**config.mk**
```make
export PLATFORM = sky130hd
export DESIGN_NAME = wheel_encoder_speed_meter
export DESIGN_NICKNAME = d
export VERILOG_FILES = /design/src/hw/rtl/wesm_pkg.sv /design/src/hw/rtl/wesm_div.sv /design/src/hw/rtl/wesm_lane.sv /design/src/hw/rtl/wheel_encoder_speed_meter.sv
export SDC_FILE = /design/constraint.sdc
export NUM_CORES = 2
export LEC_CHECK = 0
export BUFFER_PORTS_ARGS = -buffer_cell sky130_fd_sc_hd__buf_2
export CAP_MARGIN = 20
export CORE_MARGIN = 3
export CORE_UTILIZATION = 56
export CTS_CLUSTER_DIAMETER = 200
export DETAILED_ROUTE_END_ITERATION = 8
export MAX_ROUTING_LAYER = met4
export PLACE_DENSITY = 0.88
export SLEW_MARGIN = 20
export SYNTH_ARGS = -nofsm -noshare
export SYNTH_HDL_FRONTEND = slang
export SYNTH_SLANG_ARGS = --single-unit
export TNS_END_PERCENT = 30
```
**constraint.sdc**
```tcl
create_clock -name i_clk -period 5.3 [get_ports i_clk]
set_input_delay 0.265 -clock i_clk [delete_from_list [all_inputs] [get_ports i_clk]]
set_output_delay 0.265 -clock i_clk [all_outputs]
set_load 0.02 [all_outputs]
```
**src/hw/rtl/wesm_pkg.sv**
```systemverilog
// Shared constants and types for the wheel encoder speed meter.
// Used by the lane, the divider and the top level; depends on nothing.
package wesm_pkg;

    localparam int HistDepth    = 16;
    localparam int IntervalBits = 16;

    localparam int IDX_W   = $clog2(HistDepth);
    localparam int CNT_W   = $clog2(HistDepth + 1);
    localparam int SUM_W   = IntervalBits + $clog2(HistDepth);
    localparam int DEN_W   = SUM_W + 1;
    localparam int SCALE_W = 20;
    localparam int NUM_W   = SCALE_W + CNT_W;
    localparam int CMP_W   = (IntervalBits > 16) ? IntervalBits : 16;
    localparam int COUNT_W = 16;
    localparam int SPEED_W = 15;
    localparam int ADDR_W  = 4;
    localparam int DATA_W  = 32;

    localparam logic [SPEED_W-1:0]      SPEED_MAX    = {SPEED_W{1'b1}};
    localparam logic [IntervalBits-1:0] ELAPSED_MAX  = {IntervalBits{1'b1}};

    localparam logic [4:0]         RST_AVG      = 5'd4;
    localparam logic [7:0]         RST_DEBOUNCE = 8'd10;
    localparam logic [15:0]        RST_STALE    = 16'd1000;
    localparam logic [SCALE_W-1:0] RST_SCALE    = SCALE_W'(47125);

    localparam logic [1:0] REG_AVG      = 2'd0;
    localparam logic [1:0] REG_DEBOUNCE = 2'd1;
    localparam logic [1:0] REG_STALE    = 2'd2;
    localparam logic [1:0] REG_SCALE    = 2'd3;

    typedef struct packed {
        logic upd;
        logic sum_start;
        logic div_start;
    } t_lane_ctl;

    typedef struct packed {
        logic sum_done;
        logic div_done;
    } t_lane_sts;

endpackage

```
**src/hw/rtl/wesm_div.sv**
```systemverilog
// Restoring divider, one quotient bit per cycle, quotient saturated to the speed range.
// Depends on wesm_pkg.
module wesm_div (
    input  logic                          i_clk,
    input  logic                          i_rst_n,
    input  logic                          i_start,
    input  logic [wesm_pkg::NUM_W-1:0]    i_num,
    input  logic [wesm_pkg::DEN_W-1:0]    i_den,
    output logic                          o_done,
    output logic [wesm_pkg::SPEED_W-1:0]  o_quot
);

    localparam int STEP_W = $clog2(wesm_pkg::NUM_W + 1);
    localparam logic [STEP_W-1:0] LAST_STEP = STEP_W'(wesm_pkg::NUM_W - 1);

    logic                        r_busy;
    logic                        r_done;
    logic [STEP_W-1:0]           r_cnt;
    logic [wesm_pkg::DEN_W-1:0]  r_rem;
    logic [wesm_pkg::NUM_W-1:0]  r_quo;
    logic [wesm_pkg::DEN_W-1:0]  r_den;
    logic                        r_den_zero;

    logic [wesm_pkg::DEN_W:0]    trial;
    logic                        fits;
    logic [wesm_pkg::DEN_W-1:0]  n_rem;
    logic [wesm_pkg::NUM_W-1:0]  n_quo;

    always_comb begin
        trial = {r_rem, r_quo[wesm_pkg::NUM_W-1]};
        fits  = (trial >= {1'b0, r_den});
        n_rem = fits ? wesm_pkg::DEN_W'(trial - {1'b0, r_den})
                     : trial[wesm_pkg::DEN_W-1:0];
        n_quo = {r_quo[wesm_pkg::NUM_W-2:0], fits};
    end

    always_ff @(posedge i_clk) begin
        if (!i_rst_n) begin
            r_busy <= 1'b0;
            r_done <= 1'b0;
            r_cnt  <= '0;
        end else begin
            r_done <= 1'b0;
            if (i_start) begin
                r_busy <= 1'b1;
                r_cnt  <= '0;
            end else if (r_busy) begin
                r_cnt <= r_cnt + 1'b1;
                if (r_cnt == LAST_STEP) begin
                    r_busy <= 1'b0;
                    r_done <= 1'b1;
                end
            end
        end
    end

    always_ff @(posedge i_clk) begin
        if (i_start) begin
            r_rem      <= '0;
            r_quo      <= i_num;
            r_den      <= i_den;
            r_den_zero <= (i_den == '0);
        end else if (r_busy) begin
            r_rem <= n_rem;
            r_quo <= n_quo;
        end
    end

    always_comb begin
        if (r_den_zero) begin
            o_quot = '0;
        end else if (|r_quo[wesm_pkg::NUM_W-1:wesm_pkg::SPEED_W]) begin
            o_quot = wesm_pkg::SPEED_MAX;
        end else begin
            o_quot = r_quo[wesm_pkg::SPEED_W-1:0];
        end
    end

    assign o_done = r_done;

endmodule

```
**src/hw/rtl/wesm_lane.sv**
```systemverilog
// One wheel: elapsed timer, debounce, step counter, interval ring, windowed sum and speed.
// Depends on wesm_pkg and wesm_div.
module wesm_lane (
    input  logic                                i_clk,
    input  logic                                i_rst_n,
    input  wesm_pkg::t_lane_ctl                 i_ctl,
    input  logic                                i_edge,
    input  logic signed [1:0]                   i_dir,
    input  logic                                i_clear,
    input  logic [7:0]                          i_debounce,
    input  logic [15:0]                         i_stale,
    input  logic [wesm_pkg::CNT_W-1:0]          i_navg,
    input  logic [wesm_pkg::NUM_W-1:0]          i_num,
    output wesm_pkg::t_lane_sts                 o_sts,
    output logic signed [wesm_pkg::COUNT_W-1:0] o_count,
    output logic [wesm_pkg::SUM_W-1:0]          o_sum,
    output logic signed [15:0]                  o_speed
);

    localparam int IB = wesm_pkg::IntervalBits;
    localparam int HD = wesm_pkg::HistDepth;
    localparam int IW = wesm_pkg::IDX_W;

    function automatic logic [IW-1:0] prev_idx(input logic [IW-1:0] idx);
        return (idx == '0) ? IW'(HD - 1) : IW'(idx - 1'b1);
    endfunction

    logic [IB-1:0]                 r_elapsed;
    logic [wesm_pkg::COUNT_W-1:0]  r_count;
    logic [IW-1:0]                 r_slot;
    logic [1:0]                    r_dir;
    logic [IB-1:0]                 r_ring [HD];
    logic [HD-1:0]                 r_vld;
    logic [IW-1:0]                 r_rd_idx;
    logic [wesm_pkg::CNT_W-1:0]    r_left;
    logic                          r_rd_vld;
    logic [IB-1:0]                 r_rd_data;
    logic                          r_rd_ok;
    logic [wesm_pkg::SUM_W-1:0]    r_sum;

    logic [IB-1:0]                 e_inc;
    logic                          edge_ok;
    logic [wesm_pkg::COUNT_W-1:0]  n_count;
    logic                          stale;
    logic [wesm_pkg::SPEED_W-1:0]  mag;
    logic                          div_done;

    always_comb begin
        e_inc   = (r_elapsed == wesm_pkg::ELAPSED_MAX) ? r_elapsed : IB'(r_elapsed + 1'b1);
        edge_ok = i_edge && (wesm_pkg::CMP_W'(e_inc) > wesm_pkg::CMP_W'(i_debounce));
        n_count = r_count;
        if (edge_ok) begin
            case (i_dir) inside
                2'b01:        n_count = r_count + 1'b1;
                2'b10, 2'b11: n_count = r_count - 1'b1;
                default:      n_count = r_count;
            endcase
        end
        if (i_clear) begin
            n_count = '0;
        end
    end

    always_ff @(posedge i_clk) begin
        if (!i_rst_n) begin
            r_elapsed <= '0;
            r_count   <= '0;
            r_slot    <= '0;
            r_vld     <= '0;
            r_left    <= '0;
            r_rd_vld  <= 1'b0;
        end else begin
            if (i_ctl.upd) begin
                r_count <= n_count;
                if (edge_ok) begin
                    r_elapsed     <= '0;
                    r_vld[r_slot] <= 1'b1;
                    r_slot        <= (r_slot == IW'(HD - 1)) ? '0 : IW'(r_slot + 1'b1);
                end else begin
                    r_elapsed <= e_inc;
                end
            end
            if (i_ctl.sum_start) begin
                r_left   <= i_navg;
                r_rd_vld <= 1'b0;
            end else begin
                r_rd_vld <= (r_left != '0);
                if (r_left != '0) begin
                    r_left <= r_left - 1'b1;
                end
            end
        end
    end

    always_ff @(posedge i_clk) begin
        if (i_ctl.upd) begin
            r_dir <= i_dir;
            if (edge_ok) begin
                r_ring[r_slot] <= e_inc;
            end
        end
        if (i_ctl.sum_start) begin
            r_rd_idx <= prev_idx(r_slot);
            r_sum    <= '0;
        end else begin
            if (r_left != '0) begin
                r_rd_data <= r_ring[r_rd_idx];
                r_rd_ok   <= r_vld[r_rd_idx];
                r_rd_idx  <= prev_idx(r_rd_idx);
            end
            if (r_rd_vld && r_rd_ok) begin
                r_sum <= r_sum + wesm_pkg::SUM_W'(r_rd_data);
            end
        end
    end

    wesm_div u_div (
        .i_clk   (i_clk),
        .i_rst_n (i_rst_n),
        .i_start (i_ctl.div_start),
        .i_num   (i_num),
        .i_den   ({r_sum, 1'b0}),
        .o_done  (div_done),
        .o_quot  (mag)
    );

    always_comb begin
        stale = wesm_pkg::CMP_W'(r_elapsed) > wesm_pkg::CMP_W'(i_stale);
        if (stale || (r_dir == 2'b00)) begin
            o_speed = '0;
        end else if (r_dir[1]) begin
            o_speed = -$signed({1'b0, mag});
        end else begin
            o_speed = $signed({1'b0, mag});
        end
    end

    assign o_sts.sum_done = (r_left == '0) && !r_rd_vld;
    assign o_sts.div_done = div_done;
    assign o_count        = r_count;
    assign o_sum          = r_sum;

endmodule

```
**src/hw/rtl/wheel_encoder_speed_meter.sv**
```systemverilog
// Top level of the wheel encoder speed meter: register port, sequencer, two wheel lanes,
// merging divider for the combined speed and the output register.
// Depends on wesm_pkg, wesm_lane and wesm_div.
//
//  channel   signals                                     direction
//  input     i_in_valid, o_in_stall, i_edge_*, i_dir_*,   into the block, one tick per item
//            i_clear_*
//  output    o_out_valid, i_out_stall, o_count_*,         out of the block, one result per item
//            o_rotation_steps, o_speed_*, o_speed_mean
//  config    psel, penable, pwrite, paddr, pwdata,        APB-style register port
//            prdata, pready
//
// An item passes through the accept, the sum start, the serial sum over the interval ring
// (N entries, N being the average count clamped to the ring depth), the divider start, the
// bit-serial dividers and the output load, in that order; the sum runs until both lanes finish.
// The next item is taken once the result is in the output register; the result may wait
// there under stall while the next item is worked on, and a finished item waits in the
// output step for as long as the previous result is stalled.
// Reset is synchronous and clears the counters, ring valid bits and control state at once;
// the configuration returns to its reset values.
module wheel_encoder_speed_meter (
    input  logic                                i_clk,
    input  logic                                i_rst_n,
    input  logic                                i_in_valid,
    output logic                                o_in_stall,
    input  logic                                i_edge_left,
    input  logic                                i_edge_right,
    input  logic signed [1:0]                   i_dir_left,
    input  logic signed [1:0]                   i_dir_right,
    input  logic                                i_clear_left,
    input  logic                                i_clear_right,
    output logic                                o_out_valid,
    input  logic                                i_out_stall,
    output logic signed [wesm_pkg::COUNT_W-1:0] o_count_left,
    output logic signed [wesm_pkg::COUNT_W-1:0] o_count_right,
    output logic signed [wesm_pkg::COUNT_W-1:0] o_rotation_steps,
    output logic signed [15:0]                  o_speed_left,
    output logic signed [15:0]                  o_speed_right,
    output logic [wesm_pkg::SPEED_W-1:0]        o_speed_mean,
    input  logic                                psel,
    input  logic                                penable,
    input  logic                                pwrite,
    input  logic [wesm_pkg::ADDR_W-1:0]         paddr,
    input  logic [wesm_pkg::DATA_W-1:0]         pwdata,
    output logic [wesm_pkg::DATA_W-1:0]         prdata,
    output logic                                pready
);

    typedef enum logic [2:0] {
        ST_IDLE,
        ST_SUMST,
        ST_SUM,
        ST_DIVST,
        ST_DIV,
        ST_OUT
    } t_state;

    t_state                            r_state;
    logic [4:0]                        r_avg;
    logic [7:0]                        r_debounce;
    logic [15:0]                       r_stale;
    logic [wesm_pkg::SCALE_W-1:0]      r_scale;
    logic [wesm_pkg::NUM_W-1:0]        r_num;
    logic                              r_out_valid;
    logic [wesm_pkg::COUNT_W-1:0]      r_count_left;
    logic [wesm_pkg::COUNT_W-1:0]      r_count_right;
    logic [wesm_pkg::COUNT_W-1:0]      r_rotation;
    logic [15:0]                       r_speed_left;
    logic [15:0]                       r_speed_right;
    logic [wesm_pkg::SPEED_W-1:0]      r_speed_mean;

    logic                              in_acc;
    logic                              out_free;
    logic                              load_out;
    logic                              cfg_wr;
    logic [1:0]                        reg_idx;
    logic [wesm_pkg::CNT_W-1:0]        navg;
    wesm_pkg::t_lane_ctl               ctl;
    wesm_pkg::t_lane_sts               sts_l;
    wesm_pkg::t_lane_sts               sts_r;
    logic signed [wesm_pkg::COUNT_W-1:0] cnt_l;
    logic signed [wesm_pkg::COUNT_W-1:0] cnt_r;
    logic [wesm_pkg::SUM_W-1:0]        sum_l;
    logic [wesm_pkg::SUM_W-1:0]        sum_r;
    logic signed [15:0]                spd_l;
    logic signed [15:0]                spd_r;
    logic                              mean_done;
    logic [wesm_pkg::SPEED_W-1:0]      mean_q;

    assign pready  = 1'b1;
    assign reg_idx = paddr[3:2];
    assign cfg_wr  = psel && penable && pwrite && pready;

    always_ff @(posedge i_clk) begin
        if (!i_rst_n) begin
            r_avg      <= wesm_pkg::RST_AVG;
            r_debounce <= wesm_pkg::RST_DEBOUNCE;
            r_stale    <= wesm_pkg::RST_STALE;
            r_scale    <= wesm_pkg::RST_SCALE;
        end else if (cfg_wr) begin
            unique case (reg_idx)
                wesm_pkg::REG_AVG:      r_avg      <= pwdata[4:0];
                wesm_pkg::REG_DEBOUNCE: r_debounce <= pwdata[7:0];
                wesm_pkg::REG_STALE:    r_stale    <= pwdata[15:0];
                wesm_pkg::REG_SCALE:    r_scale    <= pwdata[wesm_pkg::SCALE_W-1:0];
                default:                r_avg      <= r_avg;
            endcase
        end
    end

    always_comb begin
        unique case (reg_idx)
            wesm_pkg::REG_AVG:      prdata = wesm_pkg::DATA_W'(r_avg);
            wesm_pkg::REG_DEBOUNCE: prdata = wesm_pkg::DATA_W'(r_debounce);
            wesm_pkg::REG_STALE:    prdata = wesm_pkg::DATA_W'(r_stale);
            wesm_pkg::REG_SCALE:    prdata = wesm_pkg::DATA_W'(r_scale);
            default:                prdata = '0;
        endcase
    end

    assign navg = (int'(r_avg) > wesm_pkg::HistDepth) ? wesm_pkg::CNT_W'(wesm_pkg::HistDepth)
                                                       : wesm_pkg::CNT_W'(r_avg);

    assign o_in_stall    = (r_state != ST_IDLE);
    assign in_acc        = i_in_valid && !o_in_stall;
    assign out_free      = !r_out_valid || !i_out_stall;
    assign load_out      = (r_state == ST_OUT) && out_free;
    assign ctl.upd       = in_acc;
    assign ctl.sum_start = (r_state == ST_SUMST);
    assign ctl.div_start = (r_state == ST_DIVST);

    wesm_lane u_lane_left (
        .i_clk      (i_clk),
        .i_rst_n    (i_rst_n),
        .i_ctl      (ctl),
        .i_edge     (i_edge_left),
        .i_dir      (i_dir_left),
        .i_clear    (i_clear_left),
        .i_debounce (r_debounce),
        .i_stale    (r_stale),
        .i_navg     (navg),
        .i_num      (r_num),
        .o_sts      (sts_l),
        .o_count    (cnt_l),
        .o_sum      (sum_l),
        .o_speed    (spd_l)
    );

    wesm_lane u_lane_right (
        .i_clk      (i_clk),
        .i_rst_n    (i_rst_n),
        .i_ctl      (ctl),
        .i_edge     (i_edge_right),
        .i_dir      (i_dir_right),
        .i_clear    (i_clear_right),
        .i_debounce (r_debounce),
        .i_stale    (r_stale),
        .i_navg     (navg),
        .i_num      (r_num),
        .o_sts      (sts_r),
        .o_count    (cnt_r),
        .o_sum      (sum_r),
        .o_speed    (spd_r)
    );

    wesm_div u_div_mean (
        .i_clk   (i_clk),
        .i_rst_n (i_rst_n),
        .i_start (ctl.div_start),
        .i_num   (r_num),
        .i_den   (wesm_pkg::DEN_W'(sum_l) + wesm_pkg::DEN_W'(sum_r)),
        .o_done  (mean_done),
        .o_quot  (mean_q)
    );

    always_ff @(posedge i_clk) begin
        if (!i_rst_n) begin
            r_state     <= ST_IDLE;
            r_out_valid <= 1'b0;
        end else begin
            if (load_out) begin
                r_out_valid <= 1'b1;
            end else if (r_out_valid && !i_out_stall) begin
                r_out_valid <= 1'b0;
            end
            unique case (r_state)
                ST_IDLE: begin
                    if (in_acc) begin
                        r_state <= ST_SUMST;
                    end
                end
                ST_SUMST: begin
                    r_num   <= wesm_pkg::NUM_W'(r_scale) * wesm_pkg::NUM_W'(navg);
                    r_state <= ST_SUM;
                end
                ST_SUM: begin
                    if (sts_l.sum_done && sts_r.sum_done) begin
                        r_state <= ST_DIVST;
                    end
                end
                ST_DIVST: begin
                    r_state <= ST_DIV;
                end
                ST_DIV: begin
                    if (mean_done) begin
                        r_state <= ST_OUT;
                    end
                end
                ST_OUT: begin
                    if (out_free) begin
                        r_count_left  <= cnt_l;
                        r_count_right <= cnt_r;
                        r_rotation    <= cnt_r - cnt_l;
                        r_speed_left  <= spd_l;
                        r_speed_right <= spd_r;
                        r_speed_mean  <= mean_q;
                        r_state       <= ST_IDLE;
                    end
                end
                default: r_state <= ST_IDLE;
            endcase
        end
    end

    assign o_out_valid      = r_out_valid;
    assign o_count_left     = r_count_left;
    assign o_count_right    = r_count_right;
    assign o_rotation_steps = r_rotation;
    assign o_speed_left     = r_speed_left;
    assign o_speed_right    = r_speed_right;
    assign o_speed_mean     = r_speed_mean;

    a_lanes_sum_in_step: assert property (@(posedge i_clk) disable iff (!i_rst_n)
        (r_state == ST_SUM) |-> (sts_l.sum_done == sts_r.sum_done))
        else $error("wheel lanes finished their sums in different cycles");

    a_dividers_in_step: assert property (@(posedge i_clk) disable iff (!i_rst_n)
        mean_done |-> (sts_l.div_done && sts_r.div_done))
        else $error("speed dividers finished in different cycles");

    a_result_loaded: assert property (@(posedge i_clk) disable iff (!i_rst_n)
        ((r_state == ST_OUT) && out_free) |=> (o_out_valid && (r_state == ST_IDLE)))
        else $error("finished item was not placed in the output register");

endmodule

```
* Yosys cells after proc, flatten, opt, wreduce, memory -nomap -nowiden
Memory sizes are Yosys's and may differ from the RTL's. A register that Yosys moved wholly into a read port is not among the register bits.
Index checks and enable logic that the tools add are counted.
** Storage, ports and cells
- Memory bits (writable) :: 512
- Input port bits :: 51
- Word-level logic and storage cells :: 275
- Output and inout port bits :: 130
- Bits in registers :: 564
- Memories kept :: 2
** Operators by class
- Equality and inequality tests :: 25
- Reduce and logical (&&, ||, !) cells :: 71
- Bitwise gates (word level) :: 7
- $mul :: 1
- Add/subtract/negate cells :: 26
- Order comparisons :: 14
- Mux-type cells :: 75
** Memory list
- u_lane_left.r_ring :: words 16, bits a word 16, rd ports 1, clocked after memory_dff 1, write ports 1, RTL line wesm_lane.sv:32 : logic [IB-1:0] r_ring [HD];
- u_lane_right.r_ring :: words 16, bits a word 16, rd ports 1, clocked after memory_dff 1, write ports 1, RTL line wesm_lane.sv:32
** Operator list (number)
- 16-bit 2-to-1 mux :: 12
- 25-bit 2-to-1 mux :: 6
- 32-bit one-hot mux with 4 select lines :: 1
- 15-bit 2-to-1 mux :: 7
- 22-bit by 21-bit >= comparator with 1-bit output :: 3
- 16-bit by 1-bit adder with 16-bit output (second input constant) :: 4
- 21-bit zero test :: 3
- 21-bit 2-to-1 mux :: 3
- 21-bit subtractor :: 3
- 20-bit by 16-bit adder with 20-bit output :: 2
- 4-bit 2-to-1 mux :: 10
- 16-bit == test (second input constant) :: 2
- 16-bit > comparator :: 2
- 16-bit by 8-bit > comparator with 1-bit output :: 2
- 15-bit negator with 16-bit output :: 2
- 16-bit bitwise OR :: 2
- 16-bit by 1-bit subtractor with 16-bit output (second input constant) :: 2
- 10-bit OR reduction :: 3
- 20-bit by 5-bit multiplier with 25-bit output :: 1
- 5-bit 2-to-1 mux :: 5
- 1-bit 2-to-1 mux :: 22
- 20-bit by 20-bit adder with 21-bit output :: 1
- 4-bit by 5-bit < comparator with 1-bit output (second input constant) :: 4
- 3-bit one-hot mux with 6 select lines :: 1
- other kinds (35) :: 116

* Depth between registers and ports, before layout
- Depth in word-level cells :: 7
- Mapped depth :: 18
- Mapped depth without buffers :: 17

* Modules after synthesis
A second synthesis with hierarchy kept.
** Unflattened totals
- Cell total of the unflattened synthesis :: 4957
- Area, all modules :: 57447.6 um^2
** Modules (own cells, without submodules)
- wesm_lane at u_lane_left :: area each 16801.1 um^2, cells an instance 1309, times used 1
- wesm_lane at u_lane_right :: area each 16495.8 um^2, cells an instance 1276, times used 1
- wheel_encoder_speed_meter :: area each 11193.2 um^2, cells an instance 1085, times used 1
- wesm_div at u_div_mean ... :: area each 4331.7 um^2, cells an instance 430, times used 2
- wesm_div at u_lane_right.u_div :: area each 4294.1 um^2, cells an instance 427, times used 1

* Worst setup path before layout
No wires, ideal clock.
- Path kind :: input-to-reg
- From :: input i_rst_n
- To :: register r_count_left (netlist bit o_count_left[0]), enable pin
- Library setup time :: 549 ps
- Path buffers :: 2
- Data arrival time :: 4808 ps
- Cell stages on the path :: 4
- Setup slack :: -57 ps
- Cell sequence :: clkbuf_1 -> clkbuf_1 -> nand2_1 -> nor2_1
** On the way
- Word-level cells in the longest chain between the ends :: 1
** RTL lines
- start, declared :: RTL line wheel_encoder_speed_meter.sv:23 : input logic i_rst_n,
- 3-bit AND reduction (no source line)
- end signal, assigned :: RTL line wheel_encoder_speed_meter.sv:211 : r_count_left <= cnt_l;
- end, declared :: RTL line wheel_encoder_speed_meter.sv:65 : logic [wesm_pkg::COUNT_W-1:0] r_count_left;
No other way between the ends.
A chain may end at the register's enable or synchronous reset.

* Final worst setup path
- From :: register r_avg[4]
- To :: register r_num[23] in the netlist's numbering (data pin)
** On the way
- Word-level cells in the longest chain between the ends :: 3
** RTL lines
- start, declared :: RTL line wheel_encoder_speed_meter.sv:59 : logic [4:0] r_avg;
- start signal, assigned :: RTL line wheel_encoder_speed_meter.sv:96 : r_avg <= wesm_pkg::RST_AVG;
- start signal, assigned :: RTL line wheel_encoder_speed_meter.sv:102 : wesm_pkg::REG_AVG: r_avg <= pwdata[4:0];
- start signal, assigned :: RTL line wheel_encoder_speed_meter.sv:106 : default: r_avg <= r_avg;
- 5-bit > comparator :: RTL line wheel_encoder_speed_meter.sv:121 : assign navg = (int'(r_avg) > wesm_pkg::HistDepth) ? wesm_pkg::CNT_W'(wesm_pkg::HistDepth)
- 5-bit 2-to-1 mux (*) :: RTL line wheel_encoder_speed_meter.sv:121
- 20-bit by 5-bit multiplier with 25-bit output (*) :: RTL line wheel_encoder_speed_meter.sv:193 : r_num <= wesm_pkg::NUM_W'(r_scale) * wesm_pkg::NUM_W'(navg);
- end signal, assigned :: RTL line wheel_encoder_speed_meter.sv:193
- end, declared :: RTL line wheel_encoder_speed_meter.sv:63 : logic [wesm_pkg::NUM_W-1:0] r_num;
Every way passes the cells marked *; elsewhere a longest branch is shown, timed or not.

==> out/qor.yml <==
status:
  status: "finished clean"
timing:
  max_clock_freq_mhz: 198.9
  setup-violations-final: 0
  slew_headroom: 0.2546
  fin_setup_tns_ns: 0
  post-route-period-util: 0.9488
  worst_pin_slew_ns: 1.115
  hold_ws_ns: 0.1561
  fin_worst_skew_ns: 0.03408
  finalCriticalPeriod_ns: 5.029
  slew_violations: 0
  hold_viol: 0
  rsz0062_at_grt: "false"
power_and_ir_drop:
  irDropWorstVdd_mv: 0.3469
  pwr_density_cell_nw_per_um2: 438.6
  p_leak_nw: 24.30
drt:
  drc: 0
  drt.antenna.violating_nets: 0
  wl_per_cell_um: 22.40
  vias: 40097
  dr.pass1.iters: 8
  via_per_inst: 6.324
  routed_wl_um: 142000
  drt_iter0_drc: 4731
clocking:
  cts_root_buf: "clkbuf_16"
  clock_latency_ns: 0.71
  cts_tree: "built"
  cts_sinks: 1108
  htreeDepth: 3
  clk_pin_slew_worst_paths_ns: 0.06
  cts_made_buffers: 107
  clockBufferDepth: 3
final_layout:
  layout.cells.non_filler: 6340
  area_growth_pct: 11.58
  drive_above_1_share: 0.1200
  finalNetCount: 5343
  finalInstanceArea_um2: 62010
placement:
  gp_congestion: 0.9289
  placed_cell_area_um2: 58110
  dp_hpwl_um: 93750
  place_inst: 6107
  port_buffers: 153
synthesis:
  synth_area_um2: 55580
  synth_cell_types: 85
  yosysSeqAreaShare: 0.5462
  async_flop_share: 0
  synth_cells: 4770
  synth.largest_area_cell: "edfxtp_1"
  ys_top_cells_by_count: "edfxtp_1 (817), nand2_1 (499), nor2_1 (344), dfxtp_1 (291), inv_1 (278)"
  yosysMostFrequentCell: "edfxtp_1"
  synth-edff-count: 817
  synth.area.top_cells: "edfxtp_1 (44%), dfxtp_1 (10%), ha_1 (5.8%)"
  ys_seq_elements: 1108
  ys_warn_count: 0
  synth.avg_cell_area_um2: 11.65
  synth_top_area_share: 0.4414
  ys.flop_type: "edfxtp_1"
grt:
  grt_max_degree: 105
  overflow: 0
  grt_pass1_vias: 39397
  track_usage: 0.2799
  antenna_found_initial: 6
  grt_first_pass_wirelength_um: 220300
floorplanning:
  die_x_um: 321.0
  die-area_um2: 103100
  core_um2: 97560
  die_h_um: 321.0
  ios: 181
  start_util: 0.5697
  rows: 114
critical_path:
  worstSetupPathType: "flop to flop"
  worstPathCellList: "nor2b_1 > buf_4 > and2_1 > fa_1 > fa_1 > inv_1 > fa_1 > inv_1 > ha_1 > a21o_1 > a21oi_1 > o21bai_1 > o21bai_1 > a21o_1 > a21o_1 > a221o_1 > or4_1 > nand4_1"
  end_kind: "flop"
  slowest_stage: "fa_1"
  rrSetupSlack_ns: 0.27
  critical_path_arrival_ns: 5.59
  critPathMaxFanout: 20
  max_stage_delay_ns: 0.54
  crit_path_start_kind: "flop"
  critPathRequiredTime_ns: 5.86
flow_run:
  drv_cap: 0
min_path:
  min_path_type: "input pin to flop"
[power by group]
group	switching (mW)	internal (mW)
Clock	3.37	4.38
Sequential	0.701	10.2
Combinational	4.99	3.57
[kinds of logic (layout without fill, tap and decap cells)]
family | count (synthesis) | count (layout) | share of synthesized area
DFF | 1108 | 1108 | 0.5462
AOI/OAI and AO/OA | 903 | 903 | 0.1034
adders and majority gates | 322 | 322 | 0.08100
xor gates and xnor gates | 180 | 180 | 0.02837
muxes | 290 | 290 | 0.08046
other | 2 | 17 | 0.0001351
and+or+nand+nor | 1474 | 1474 | 0.1260
buffers and inverters | 491 | 770 | 0.03447
[per-layer routing]
layer  up-vias  track usage  wire length (um)
met5         -            -                 0
met3       487      0.04077             11990
met1     19513       0.3544             54480
met2      2150       0.4564             69520
met4         0       0.1144              6022
li1      17947            -                 -
[layout by cell type, fill, tap and decap left out, types with 116 or more instances in the layout]
cell type / count
a21oi_1: 277
mux2i_1: 152
dfxtp_1: 291
nand2_1: 499
o21ai_0: 200
edfxtp_1: 817
inv_1: 278
nor3_1: 124
ha_1: 259
nor2_1: 339
buf_2: 153
mux4_2: 124
xnor2_1: 116
[what timing repair did]
item | CTS | global route
setup buffers | 0 | 0
setup endpoints to repair | 0 | 9
endpoints found under the hold margin | 61 | 0
hold buffers | 28 | 0
gates resized for setup | 0 | 1
[final cells by class]
class / count / area (um^2)
Antenna cell: 4 / 10.01
Clock buffer: 144 / 2993
Clock inverter: 55 / 581.8
Fill cell: 6840 / 35550
Inverter: 280 / 1054
Multi-Input combinational cell: 3182 / 23420
Sequential cell: 1108 / 30360
Tap cell: 1276 / 1597
Timing Repair Buffer: 291 / 1999
[worst paths after layout]
kind,from,end,depth (start not counted)
worst min register to register,u_lane_right.r_vld[6]$_SDFFE_PN0P_,u_lane_right.r_vld[6]$_SDFFE_PN0P_,1
worst min-delay path,i_edge_right,u_lane_right.r_elapsed[0]$_SDFFE_PN0P_,4
worst max-delay path,r_avg[4]$_SDFFE_PN0P_,r_num[23]$_DFFE_PP_,18
worst max register to register,r_avg[4]$_SDFFE_PN0P_,r_num[23]$_DFFE_PP_,18
[worst max-delay path, delay by kind of cell, from the launching register on]
| kind | cells | cell delay (ns) |
|---|---|---|
| AND/OR/NAND/NOR | 4 | 0.81 |
| AO/OA/AOI/OAI | 7 | 1.36 |
| flip-flops | 1 | 0.46 |
| buffers and inverters | 3 | 0.30 |
| adder cells (fa/ha/maj) | 4 | 1.93 |
[per-stage QoR]
stage | total power [mW] | util | setup slack, ns
after global placement | 18.90 | 0.5955 | 0.4448
after floorplan | 17.15 | - | 0.1023
after global routing | 28.42 | 0.6356 | 0.01063
after CTS | 27.08 | 0.6351 | 0.2967
final | 27.20 | 0.6356 | 0.2713
after detailed placement | 19.29 | 0.5956 | 0.3241
[registers in the layout (all words and copies together), names as in the netlist, 21 cells and up]
name	flops
u_lane_left.u_div.r_quo	25
u_lane_right.r_ring	256
u_lane_left.r_ring	256
u_lane_right.u_div.r_rem	21
u_lane_left.u_div.r_rem	21
u_div_mean.r_rem	21
u_div_mean.r_quo	25
u_div_mean.r_den	21
r_num	25
u_lane_right.u_div.r_quo	25
Note: power is estimated with default switching activity, not from simulation.
